## config.mk

```make
export PLATFORM = sky130hd
export DESIGN_NAME = sliding_window_average_flat
export DESIGN_NICKNAME = d
export VERILOG_FILES = /design/src/hw/rtl/swa_pkg.sv /design/src/hw/rtl/swa_sample_if.sv /design/src/hw/rtl/swa_result_if.sv /design/src/hw/rtl/swa_ram.sv /design/src/hw/rtl/swa_div.sv /design/src/hw/rtl/sliding_window_average.sv /design/src/flat_wrapper.sv
export SDC_FILE = /design/constraint.sdc
export NUM_CORES = 2
export LEC_CHECK = 0
export ABC_CLOCK_PERIOD_IN_PS = 5340
export BUFFER_PORTS_ARGS = -buffer_cell sky130_fd_sc_hd__buf_2
export CAP_MARGIN = 20
export CELL_PAD_IN_SITES_DETAIL_PLACEMENT = 1
export CELL_PAD_IN_SITES_GLOBAL_PLACEMENT = 1
export CORE_MARGIN = 4
export CORE_UTILIZATION = 33
export DETAILED_ROUTE_END_ITERATION = 6
export PLACE_DENSITY = 0.51
export SLEW_MARGIN = 20
export SYNTH_ARGS = -nofsm -noshare
export SYNTH_HDL_FRONTEND = slang
export SYNTH_SLANG_ARGS = --single-unit
```

## constraint.sdc

```tcl
create_clock -name clk -period 5.34 [get_ports clk]
set_input_delay 0.267 -clock clk [delete_from_list [all_inputs] [get_ports clk]]
set_output_delay 0.267 -clock clk [all_outputs]
set_load 0.005 [all_outputs]
```

## src/hw/rtl/swa_pkg.sv

```systemverilog
`timescale 1ns / 1ps

package swa_pkg;

    localparam int SAMPLE_W = 16;
    localparam int WLEN_W   = 7;

    localparam logic [WLEN_W-1:0] WLEN_RESET = 7'd8;

    typedef logic signed [SAMPLE_W-1:0] sample_t;
    typedef logic [WLEN_W-1:0]          wlen_t;

endpackage

```

## src/hw/rtl/swa_sample_if.sv

```systemverilog
`timescale 1ns / 1ps

interface swa_sample_if;

    logic              valid;
    logic              ready;
    swa_pkg::sample_t  sample;

    modport source (output valid, output sample, input ready);
    modport sink   (input valid, input sample, output ready);

endinterface

```

## src/hw/rtl/swa_result_if.sv

```systemverilog
`timescale 1ns / 1ps

interface swa_result_if;

    logic              valid;
    logic              ready;
    swa_pkg::sample_t  average;
    logic              window_full;

    modport source (output valid, output average, output window_full, input ready);
    modport sink   (input valid, input average, input window_full, output ready);

endinterface

```

## src/hw/rtl/swa_ram.sv

```systemverilog
`timescale 1ns / 1ps

module swa_ram #(
    parameter int WIDTH = 16,
    parameter int DEPTH = 64
) (
    input  logic                                   clk,
    input  logic                                   wr_en,
    input  logic [((DEPTH > 1) ? $clog2(DEPTH) : 1)-1:0] wr_addr,
    input  logic [WIDTH-1:0]                       wr_data,
    input  logic                                   rd_en,
    input  logic [((DEPTH > 1) ? $clog2(DEPTH) : 1)-1:0] rd_addr,
    output logic [WIDTH-1:0]                       rd_data
);

    logic [WIDTH-1:0] mem [DEPTH];
    logic [WIDTH-1:0] rd_data_reg;

    always_ff @(posedge clk)
    begin
        if (wr_en)
        begin
            mem[wr_addr] <= wr_data;
        end
        if (rd_en)
        begin
            rd_data_reg <= mem[rd_addr];
        end
    end

    assign rd_data = rd_data_reg;

endmodule

```

## src/hw/rtl/swa_div.sv

```systemverilog
`timescale 1ns / 1ps

module swa_div #(
    parameter int DIVIDEND_W = 22,
    parameter int DIVISOR_W  = 7
) (
    input  logic                  clk,
    input  logic                  rst_n,
    input  logic                  start,
    input  logic [DIVIDEND_W-1:0] dividend,
    input  logic [DIVISOR_W-1:0]  divisor,
    output logic [DIVIDEND_W-1:0] quotient,
    output logic                  done
);

    localparam int STEP_W = $clog2(DIVIDEND_W + 1);

    logic [STEP_W-1:0]     step_reg;
    logic                  busy_reg;
    logic                  done_reg;
    logic [DIVISOR_W-1:0]  rem_reg;
    logic [DIVIDEND_W-1:0] quo_reg;
    logic [DIVISOR_W-1:0]  divisor_reg;

    logic [DIVISOR_W:0]    trial;
    logic                  fits;
    logic [DIVISOR_W:0]    trial_diff;
    logic [DIVISOR_W-1:0]  rem_next;

    // One restoring step: bring down the next dividend bit and subtract if it fits.
    always_comb
    begin
        trial      = {rem_reg, quo_reg[DIVIDEND_W-1]};
        fits       = (trial >= {1'b0, divisor_reg});
        trial_diff = trial - {1'b0, divisor_reg};
        rem_next   = fits ? trial_diff[DIVISOR_W-1:0] : trial[DIVISOR_W-1:0];
    end

    always_ff @(posedge clk or negedge rst_n)
    begin
        if (!rst_n)
        begin
            step_reg <= '0;
            busy_reg <= 1'b0;
            done_reg <= 1'b0;
        end
        else if (start)
        begin
            step_reg <= STEP_W'(DIVIDEND_W);
            busy_reg <= 1'b1;
            done_reg <= 1'b0;
        end
        else if (busy_reg)
        begin
            step_reg <= step_reg - STEP_W'(1);
            if (step_reg == STEP_W'(1))
            begin
                busy_reg <= 1'b0;
                done_reg <= 1'b1;
            end
        end
        else
        begin
            done_reg <= 1'b0;
        end
    end

    always_ff @(posedge clk)
    begin
        if (start)
        begin
            rem_reg     <= '0;
            quo_reg     <= dividend;
            divisor_reg <= divisor;
        end
        else if (busy_reg)
        begin
            rem_reg <= rem_next;
            quo_reg <= {quo_reg[DIVIDEND_W-2:0], fits};
        end
    end

    assign quotient = quo_reg;
    assign done     = done_reg;

endmodule

```

## src/hw/rtl/sliding_window_average.sv

```systemverilog
`timescale 1ns / 1ps

// Moving average over the most recent window_length signed Q8.8 samples.
// Samples arrive on the samples channel; each accepted request yields one
// request on the averages channel carrying the running sum divided by the
// number of samples held (truncated toward zero) and a flag that is set once
// the window has filled. During warm-up the average is over fewer samples.
// From acceptance, each sample passes the update, load, divide and finish
// states on its way to the result register. The divide is done by the
// restoring divider, which retires one quotient bit per cycle.
// samples.ready is high only while no sample is in flight, so the block
// takes no new sample before it is through with the last one.
// A result waits in its output register until averages.ready; a new sample
// may be accepted meanwhile, but its result is held back until the register
// is free. Reset clears the window, count, pointer and sum and sets
// window_length to 8. A write of window_length clears the same state; the
// user must write it only while idle, as the block does not enforce this.
// The sample ring has no reset; an entry is used only after it is written.
module sliding_window_average #(
    parameter int RING_DEPTH = 64
) (
    input  logic                         clk,
    input  logic                         rst_n,
    input  logic                         cfg_wr_en,
    input  logic [swa_pkg::WLEN_W-1:0]   cfg_wr_data,
    swa_sample_if.sink                   samples,
    swa_result_if.source                 averages
);

    localparam int PTR_W = (RING_DEPTH > 1) ? $clog2(RING_DEPTH) : 1;
    localparam int CNT_W = $clog2(RING_DEPTH + 1);
    localparam int SUM_W = swa_pkg::SAMPLE_W + $clog2(RING_DEPTH);
    localparam int CMP_W = (CNT_W > swa_pkg::WLEN_W) ? CNT_W : swa_pkg::WLEN_W;

    localparam logic [2:0] ST_IDLE = 3'd0;
    localparam logic [2:0] ST_UPD  = 3'd1;
    localparam logic [2:0] ST_LOAD = 3'd2;
    localparam logic [2:0] ST_DIV  = 3'd3;
    localparam logic [2:0] ST_FIN  = 3'd4;

    logic [2:0]              state_reg;
    logic [2:0]              state_next;

    swa_pkg::wlen_t          wlen_reg;
    logic [PTR_W-1:0]        ptr_reg;
    logic [CNT_W-1:0]        cnt_reg;
    logic                    full_reg;
    logic signed [SUM_W-1:0] sum_reg;
    logic                    neg_reg;

    logic [PTR_W-1:0]        ptr_cur_reg;
    swa_pkg::sample_t        sample_reg;

    logic                    out_valid_reg;
    swa_pkg::sample_t        out_average_reg;
    logic                    out_full_reg;

    logic [CMP_W-1:0]        wl_ext;
    logic [CMP_W-1:0]        len_wide;
    logic [CNT_W-1:0]        len;
    logic [PTR_W-1:0]        ptr_eff;
    logic [CNT_W-1:0]        ptr_inc;
    logic [PTR_W-1:0]        ptr_next;
    logic [CNT_W-1:0]        cnt_inc;
    logic signed [SUM_W-1:0] old_ext;
    logic signed [SUM_W-1:0] new_ext;
    logic signed [SUM_W-1:0] sum_upd;
    logic [SUM_W-1:0]        sum_mag;
    logic signed [SUM_W-1:0] sum_neg;

    logic                    accept;
    logic                    out_free;
    logic [swa_pkg::SAMPLE_W-1:0] ram_rd_data;

    logic                    div_start;
    logic                    div_done;
    logic [SUM_W-1:0]        div_quotient;
    logic [SUM_W-1:0]        quo_signed;

    assign accept   = samples.valid && samples.ready;
    assign out_free = !out_valid_reg || averages.ready;

    // Window length in effect: zero acts as one, and it never exceeds the ring.
    always_comb
    begin
        wl_ext = CMP_W'(wlen_reg);
        if (wl_ext == '0)
        begin
            len_wide = CMP_W'(1);
        end
        else if (wl_ext > CMP_W'(RING_DEPTH))
        begin
            len_wide = CMP_W'(RING_DEPTH);
        end
        else
        begin
            len_wide = wl_ext;
        end
        len = len_wide[CNT_W-1:0];
    end

    always_comb
    begin
        ptr_eff  = (CNT_W'(ptr_reg) >= len) ? '0 : ptr_reg;
        ptr_inc  = CNT_W'(ptr_cur_reg) + CNT_W'(1);
        ptr_next = (ptr_inc >= len) ? '0 : ptr_inc[PTR_W-1:0];
        cnt_inc  = cnt_reg + CNT_W'(1);
        old_ext  = SUM_W'($signed(ram_rd_data));
        new_ext  = SUM_W'(sample_reg);
        sum_upd  = (full_reg ? (sum_reg - old_ext) : sum_reg) + new_ext;
        sum_neg  = -sum_reg;
        sum_mag  = sum_reg[SUM_W-1] ? $unsigned(sum_neg) : $unsigned(sum_reg);
        quo_signed = neg_reg ? (SUM_W'(0) - div_quotient) : div_quotient;
    end

    always_comb
    begin
        state_next = state_reg;
        case (state_reg)
            ST_IDLE:
            begin
                if (accept)
                begin
                    state_next = ST_UPD;
                end
            end
            ST_UPD:
            begin
                state_next = ST_LOAD;
            end
            ST_LOAD:
            begin
                state_next = ST_DIV;
            end
            ST_DIV:
            begin
                if (div_done)
                begin
                    state_next = ST_FIN;
                end
            end
            ST_FIN:
            begin
                if (out_free)
                begin
                    state_next = ST_IDLE;
                end
            end
            default:
            begin
                state_next = ST_IDLE;
            end
        endcase
    end

    assign div_start = (state_reg == ST_LOAD);

    always_ff @(posedge clk or negedge rst_n)
    begin
        if (!rst_n)
        begin
            state_reg     <= ST_IDLE;
            wlen_reg      <= swa_pkg::WLEN_RESET;
            ptr_reg       <= '0;
            cnt_reg       <= '0;
            full_reg      <= 1'b0;
            sum_reg       <= '0;
            out_valid_reg <= 1'b0;
        end
        else
        begin
            state_reg <= state_next;
            if (cfg_wr_en)
            begin
                wlen_reg <= cfg_wr_data;
                ptr_reg  <= '0;
                cnt_reg  <= '0;
                full_reg <= 1'b0;
                sum_reg  <= '0;
            end
            else if (state_reg == ST_UPD)
            begin
                ptr_reg <= ptr_next;
                sum_reg <= sum_upd;
                if (!full_reg)
                begin
                    if (cnt_inc >= len)
                    begin
                        cnt_reg  <= len;
                        full_reg <= 1'b1;
                    end
                    else
                    begin
                        cnt_reg <= cnt_inc;
                    end
                end
            end
            if ((state_reg == ST_FIN) && out_free)
            begin
                out_valid_reg <= 1'b1;
            end
            else if (averages.ready)
            begin
                out_valid_reg <= 1'b0;
            end
        end
    end

    always_ff @(posedge clk)
    begin
        if (accept)
        begin
            sample_reg  <= samples.sample;
            ptr_cur_reg <= ptr_eff;
        end
        if (div_start)
        begin
            neg_reg <= sum_reg[SUM_W-1];
        end
        if ((state_reg == ST_FIN) && out_free)
        begin
            out_average_reg <= $signed(quo_signed[swa_pkg::SAMPLE_W-1:0]);
            out_full_reg    <= full_reg;
        end
    end

    // The oldest sample is fetched at acceptance and arrives in the update cycle.
    swa_ram #(
        .WIDTH (swa_pkg::SAMPLE_W),
        .DEPTH (RING_DEPTH)
    ) u_swa_ram (
        .clk     (clk),
        .wr_en   (state_reg == ST_UPD),
        .wr_addr (ptr_cur_reg),
        .wr_data (sample_reg),
        .rd_en   (accept),
        .rd_addr (ptr_eff),
        .rd_data (ram_rd_data)
    );

    swa_div #(
        .DIVIDEND_W (SUM_W),
        .DIVISOR_W  (CNT_W)
    ) u_swa_div (
        .clk      (clk),
        .rst_n    (rst_n),
        .start    (div_start),
        .dividend (sum_mag),
        .divisor  (cnt_reg),
        .quotient (div_quotient),
        .done     (div_done)
    );

    assign samples.ready        = (state_reg == ST_IDLE);
    assign averages.valid       = out_valid_reg;
    assign averages.average     = out_average_reg;
    assign averages.window_full = out_full_reg;

endmodule

```

## src/flat_wrapper.sv

```systemverilog
// flat-port wrapper written by rule: the top's interface ports become plain ports
module sliding_window_average_flat 
#(
    parameter int RING_DEPTH = 64
)
  (clk, rst_n, cfg_wr_en, cfg_wr_data, samples_valid, samples_sample, samples_ready, averages_valid, averages_average, averages_window_full, averages_ready);
  swa_sample_if samples_i ();
  swa_result_if averages_i ();
  input  logic clk;
  input  logic rst_n;
  input  logic cfg_wr_en;
  input  logic [swa_pkg::WLEN_W-1:0] cfg_wr_data;
  input wire logic [$bits(samples_i.valid)-1:0] samples_valid;
  input wire logic [$bits(samples_i.sample)-1:0] samples_sample;
  output wire logic [$bits(samples_i.ready)-1:0] samples_ready;
  output wire logic [$bits(averages_i.valid)-1:0] averages_valid;
  output wire logic [$bits(averages_i.average)-1:0] averages_average;
  output wire logic [$bits(averages_i.window_full)-1:0] averages_window_full;
  input wire logic [$bits(averages_i.ready)-1:0] averages_ready;
  assign samples_i.valid = samples_valid;
  assign samples_i.sample = samples_sample;
  assign samples_ready = samples_i.ready;
  assign averages_valid = averages_i.valid;
  assign averages_average = averages_i.average;
  assign averages_window_full = averages_i.window_full;
  assign averages_i.ready = averages_ready;
  sliding_window_average #(.RING_DEPTH(RING_DEPTH)) u_core (.clk(clk), .rst_n(rst_n), .cfg_wr_en(cfg_wr_en), .cfg_wr_data(cfg_wr_data), .samples(samples_i), .averages(averages_i));
endmodule
```

==> flow_metrics.env <==
export IMPL_status="finished clean"
export IMPL_r2r_start="u_core.sum_reg[0]"
export IMPL_cpLargestDelayFamily="compound AO/OA/AOI/OAI gates"
export IMPL_worstPathMaxFanout=6
export IMPL_die_x_microns=391.7
export IMPL_cpMostUsedCell="buf_4"
export IMPL_drt_iter0_markers=1961
export IMPL_ir_drop_mv=0.2784
export IMPL_cts_root_buffer="clkbuf_16"
export IMPL_synth_fa_ha_area_frac=0.02055
export IMPL_r2r_cells=23
export IMPL_wl_per_cell_microns=27.58
export IMPL_antennaDiodeCount=0
export IMPL_reg2reg_slack_ps=400
export IMPL_synth_most_common_cell="edfxtp_1"
export IMPL_cts_tree="yes"
export IMPL_postRouteAntennaNets=0
export IMPL_post_cts_buffers=0
export IMPL_dr_pass1_iters=5
export IMPL_rr_endpoint="u_core.sum_reg[21]"
export IMPL_timing_critical_path_buf_inv=4
export IMPL_start_util=0.3330
export IMPL_p_comb_frac=0.124
export IMPL_row_count=140
export IMPL_drive_gt1_frac=0.1267
export IMPL_holdWs_ps=120.9
export IMPL_seq_area_frac_synth=0.7162
export IMPL_clk_latency_ps=760
export IMPL_h_tree_depth=4
export IMPL_numPortBuffers=46
export IMPL_max_slew_margin_rel=0.2244
export IMPL_clk_path_buf_depth=3
export IMPL_avgSynthCellArea_sq_um=14.49
export IMPL_drt_wl_total_mm=152.6
export IMPL_holdPathEnd="u_core.full_reg"
export IMPL_dr_total_vias=30050
export IMPL_antenna_found_initial=4
export IMPL_cp_end_kind="register"
export IMPL_synth_compound_area_share=0.1077
export IMPL_yosysTopAreaCell="edfxtp_1"
export IMPL_drc_errors=0
export IMPL_clkPwrFrac=0.402
export IMPL_core_sq_um=145900
export IMPL_dieArea_sq_um=153400
export IMPL_syn_num_nets=3459
export IMPL_finalPower_mw=22.13
export IMPL_yosys_warnings=0
export IMPL_finalHoldViolations=0
export IMPL_tightest_slew_ps=1162
export IMPL_fin_crit_ps=4942
export IMPL_cap_violations=0
export IMPL_dp_worst_setup_slack_ps=185.1
export IMPL_rsz0062_at_grt="no"
export IMPL_clk_pin_slew_ps=60
export IMPL_max_freq_mhz=202.3
export IMPL_worst_path_max_delay_cell="dfrtp_1"
export IMPL_sw_frac_of_total=0.2638
export IMPL_muxShareOfSynthArea=0.06031
export IMPL_drv_slew=0
export IMPL_net_switching_power_mw=5.838
export IMPL_overflow=0
export IMPL_start_kind="register"
export IMPL_fin_worst_skew_ps=33.03
export IMPL_crit_type="register to register"
export IMPL_p_int_mw=16.29
export IMPL_ys_flop_type="edfxtp_1"
export IMPL_power_frac_seq=0.474
export IMPL_clock_sinks=1170
export IMPL_routed_via_density=5.431
export IMPL_ys_ff_latch=1170
export IMPL_area_growth_pct=15.92
export IMPL_place_congestion=0.7938
export IMPL_instances_no_fill=5532
export IMPL_dp_hpwl_mm=91.11
export IMPL_synthTopCellsByArea="edfxtp_1 69%, mux2i_1 5.2%, dfrtp_1 2.7%, nor2_1 2.3%, o21ai_0 2.2%"
export IMPL_yosys_area_share_simple=0.06124
export IMPL_synth_xor_area_frac=0.01442
export IMPL_path_cells="inv_1 -> ha_1 -> fa_1 -> nor2b_1 -> o21ai_0 -> a21boi_0 -> o211ai_1 -> a21oi_1 -> a2111oi_0 -> buf_4 -> xnor2_1 -> mux2_2 -> ha_1 -> nand3_1 -> a221oi_2 -> buf_4 -> o21ai_2 -> o21ai_0 -> a211oi_2 -> buf_4 -> and3_1 -> a311oi_1 -> nand3_1"
export IMPL_min_path_cells=2
export IMPL_grt_max_degree=103
export IMPL_largest_register_ffs=1024
export IMPL_synth_largest_type_area_fraction=0.6854
export IMPL_nNetsFinal=3614
export IMPL_syn_inst=3353
export IMPL_fin_setup_tns_ps=0
export IMPL_worstPathArrival_ps=5570
export IMPL_final_area_sq_um=56320
export IMPL_critPathMaxStageDelay_ps=420
export IMPL_grt_usage=0.1971
export IMPL_grt_pass1_vias=31920
export IMPL_synth_top_family_by_area="compound AO/OA/AOI/OAI gates"
export IMPL_finalCritPeriodShare=0.9255
export IMPL_layout_setup_ws_ps=397.7
export IMPL_finalSetupViolations=0
export IMPL_dpl_cell_area_sq_um=51810
export IMPL_min_from="cfg_wr_en"
export IMPL_hp_class="input pin to register"
export IMPL_numCtsBuffers=135
export IMPL_pwr_density_cell_nw_per_um2=392.9
export IMPL_grt_pass1_wl_mm=222.3
export IMPL_die_h_microns=391.7
export IMPL_ios=47
export IMPL_yosys_top_cells_count="1109 x edfxtp_1, 300 x nor2_1, 250 x mux2i_1"
export IMPL_p_leak_nw=18.29
export IMPL_synthArstFlopShare=0.04615
export IMPL_syn_area_sq_um=48580
export IMPL_crit_required_ps=5960
export IMPL_final_util=0.3860
export IMPL_synth_edf_count=1109
export IMPL_yosysUniqueCellTypes=64
export IMPL_dp_cells=5262
[cell families after synthesis]
kind of cell | count (synthesis)
flip-flops | 1170
adder cells (fa/ha/maj) | 78
AO/OA/AOI/OAI | 824
XOR/XNOR | 80
buffers and inverters | 253
AND/OR/NAND/NOR | 660
multiplexers | 288
[worst reg2reg max path: stages, from the launching register on]
cell	delay, ps
dfrtp_1	420
inv_1	130
ha_1	210
fa_1	230
nor2b_1	60
o21ai_0	180
a21boi_0	160
o211ai_1	340
a21oi_1	120
a2111oi_0	420
buf_4	200
xnor2_1	50
mux2_2	260
ha_1	300
nand3_1	110
a221oi_2	240
buf_4	170
o21ai_2	90
o21ai_0	300
a211oi_2	140
buf_4	180
and3_1	160
a311oi_1	240
nand3_1	100
[cells in the final DEF (no fill, tap or decap), types with 101 or more instances in the layout]
cell / synthesis / final
edfxtp_1: 1109 / 1109
nor2_1: 300 / 277
mux2i_1: 250 / 250
o21ai_0: 211 / 208
a21oi_1: 181 / 180
clkbuf_16: 0 / 137
buf_4: 0 / 132
nand2_1: 124 / 122
a211oi_1: 116 / 115
nand3_1: 102 / 101
[worst max-delay path by stage]
stage | startpoint | end | slack (ps) | cells past startpoint
after floorplan | u_core.sum_reg[0] | u_core.sum_reg[21] | 740 | 22
after global placement | u_core.sum_reg[0] | u_core.sum_reg[21] | 60 | 23
after detailed placement | u_core.sum_reg[0] | u_core.sum_reg[21] | 190 | 23
after CTS | u_core.sum_reg[0] | u_core.sum_reg[21] | 150 | 23
after global routing | u_core.sum_reg[0] | u_core.sum_reg[21] | 70 | 24
final | u_core.sum_reg[0] | u_core.sum_reg[21] | 400 | 23
[final cells by class]
type,count,area [sq um]
inverter,56,210.2
clock inverter,85,705.7
tap,1917,2399
fill,14830,89590
timing repair buffer,215,1702
clock buffer,159,3511
sequential,1170,34810
multi-input combinational,1930,12990
[repair_timing]
action | CTS | global route
gates resized for setup | 0 | 5
hold endpoints to repair | 79 | 0
hold buffers | 26 | 0
endpoints found under the setup margin | 0 | 1
[per-layer routing]
metal | global-route usage | vias up | wire length [microns] | part of all wire
met5 | 0 | - | 13 | 0.000085
li1 | - | 13390 | - | -
met2 | 0.3366 | 666 | 75180 | 0.49
met1 | 0.2617 | 15780 | 67530 | 0.44
met4 | 0.05602 | 2 | 3803 | 0.025
met3 | 0.02900 | 211 | 6033 | 0.040
[power groups by stage]
stage / combinational (mW) / clock [mW] / sequential, mW
6_report: 2.74 / 8.90 / 10.5
5_1_grt: 3.01 / 9.51 / 10.5
4_1_cts: 2.77 / 9.12 / 10.5
3_5_place_dp: 2.74 / 0 / 10.7
3_3_place_gp: 2.66 / 0 / 10.7
2_1_floorplan: 1.75 / 0 / 10.6
No activity file was read; power rests on OpenSTA's default activity.
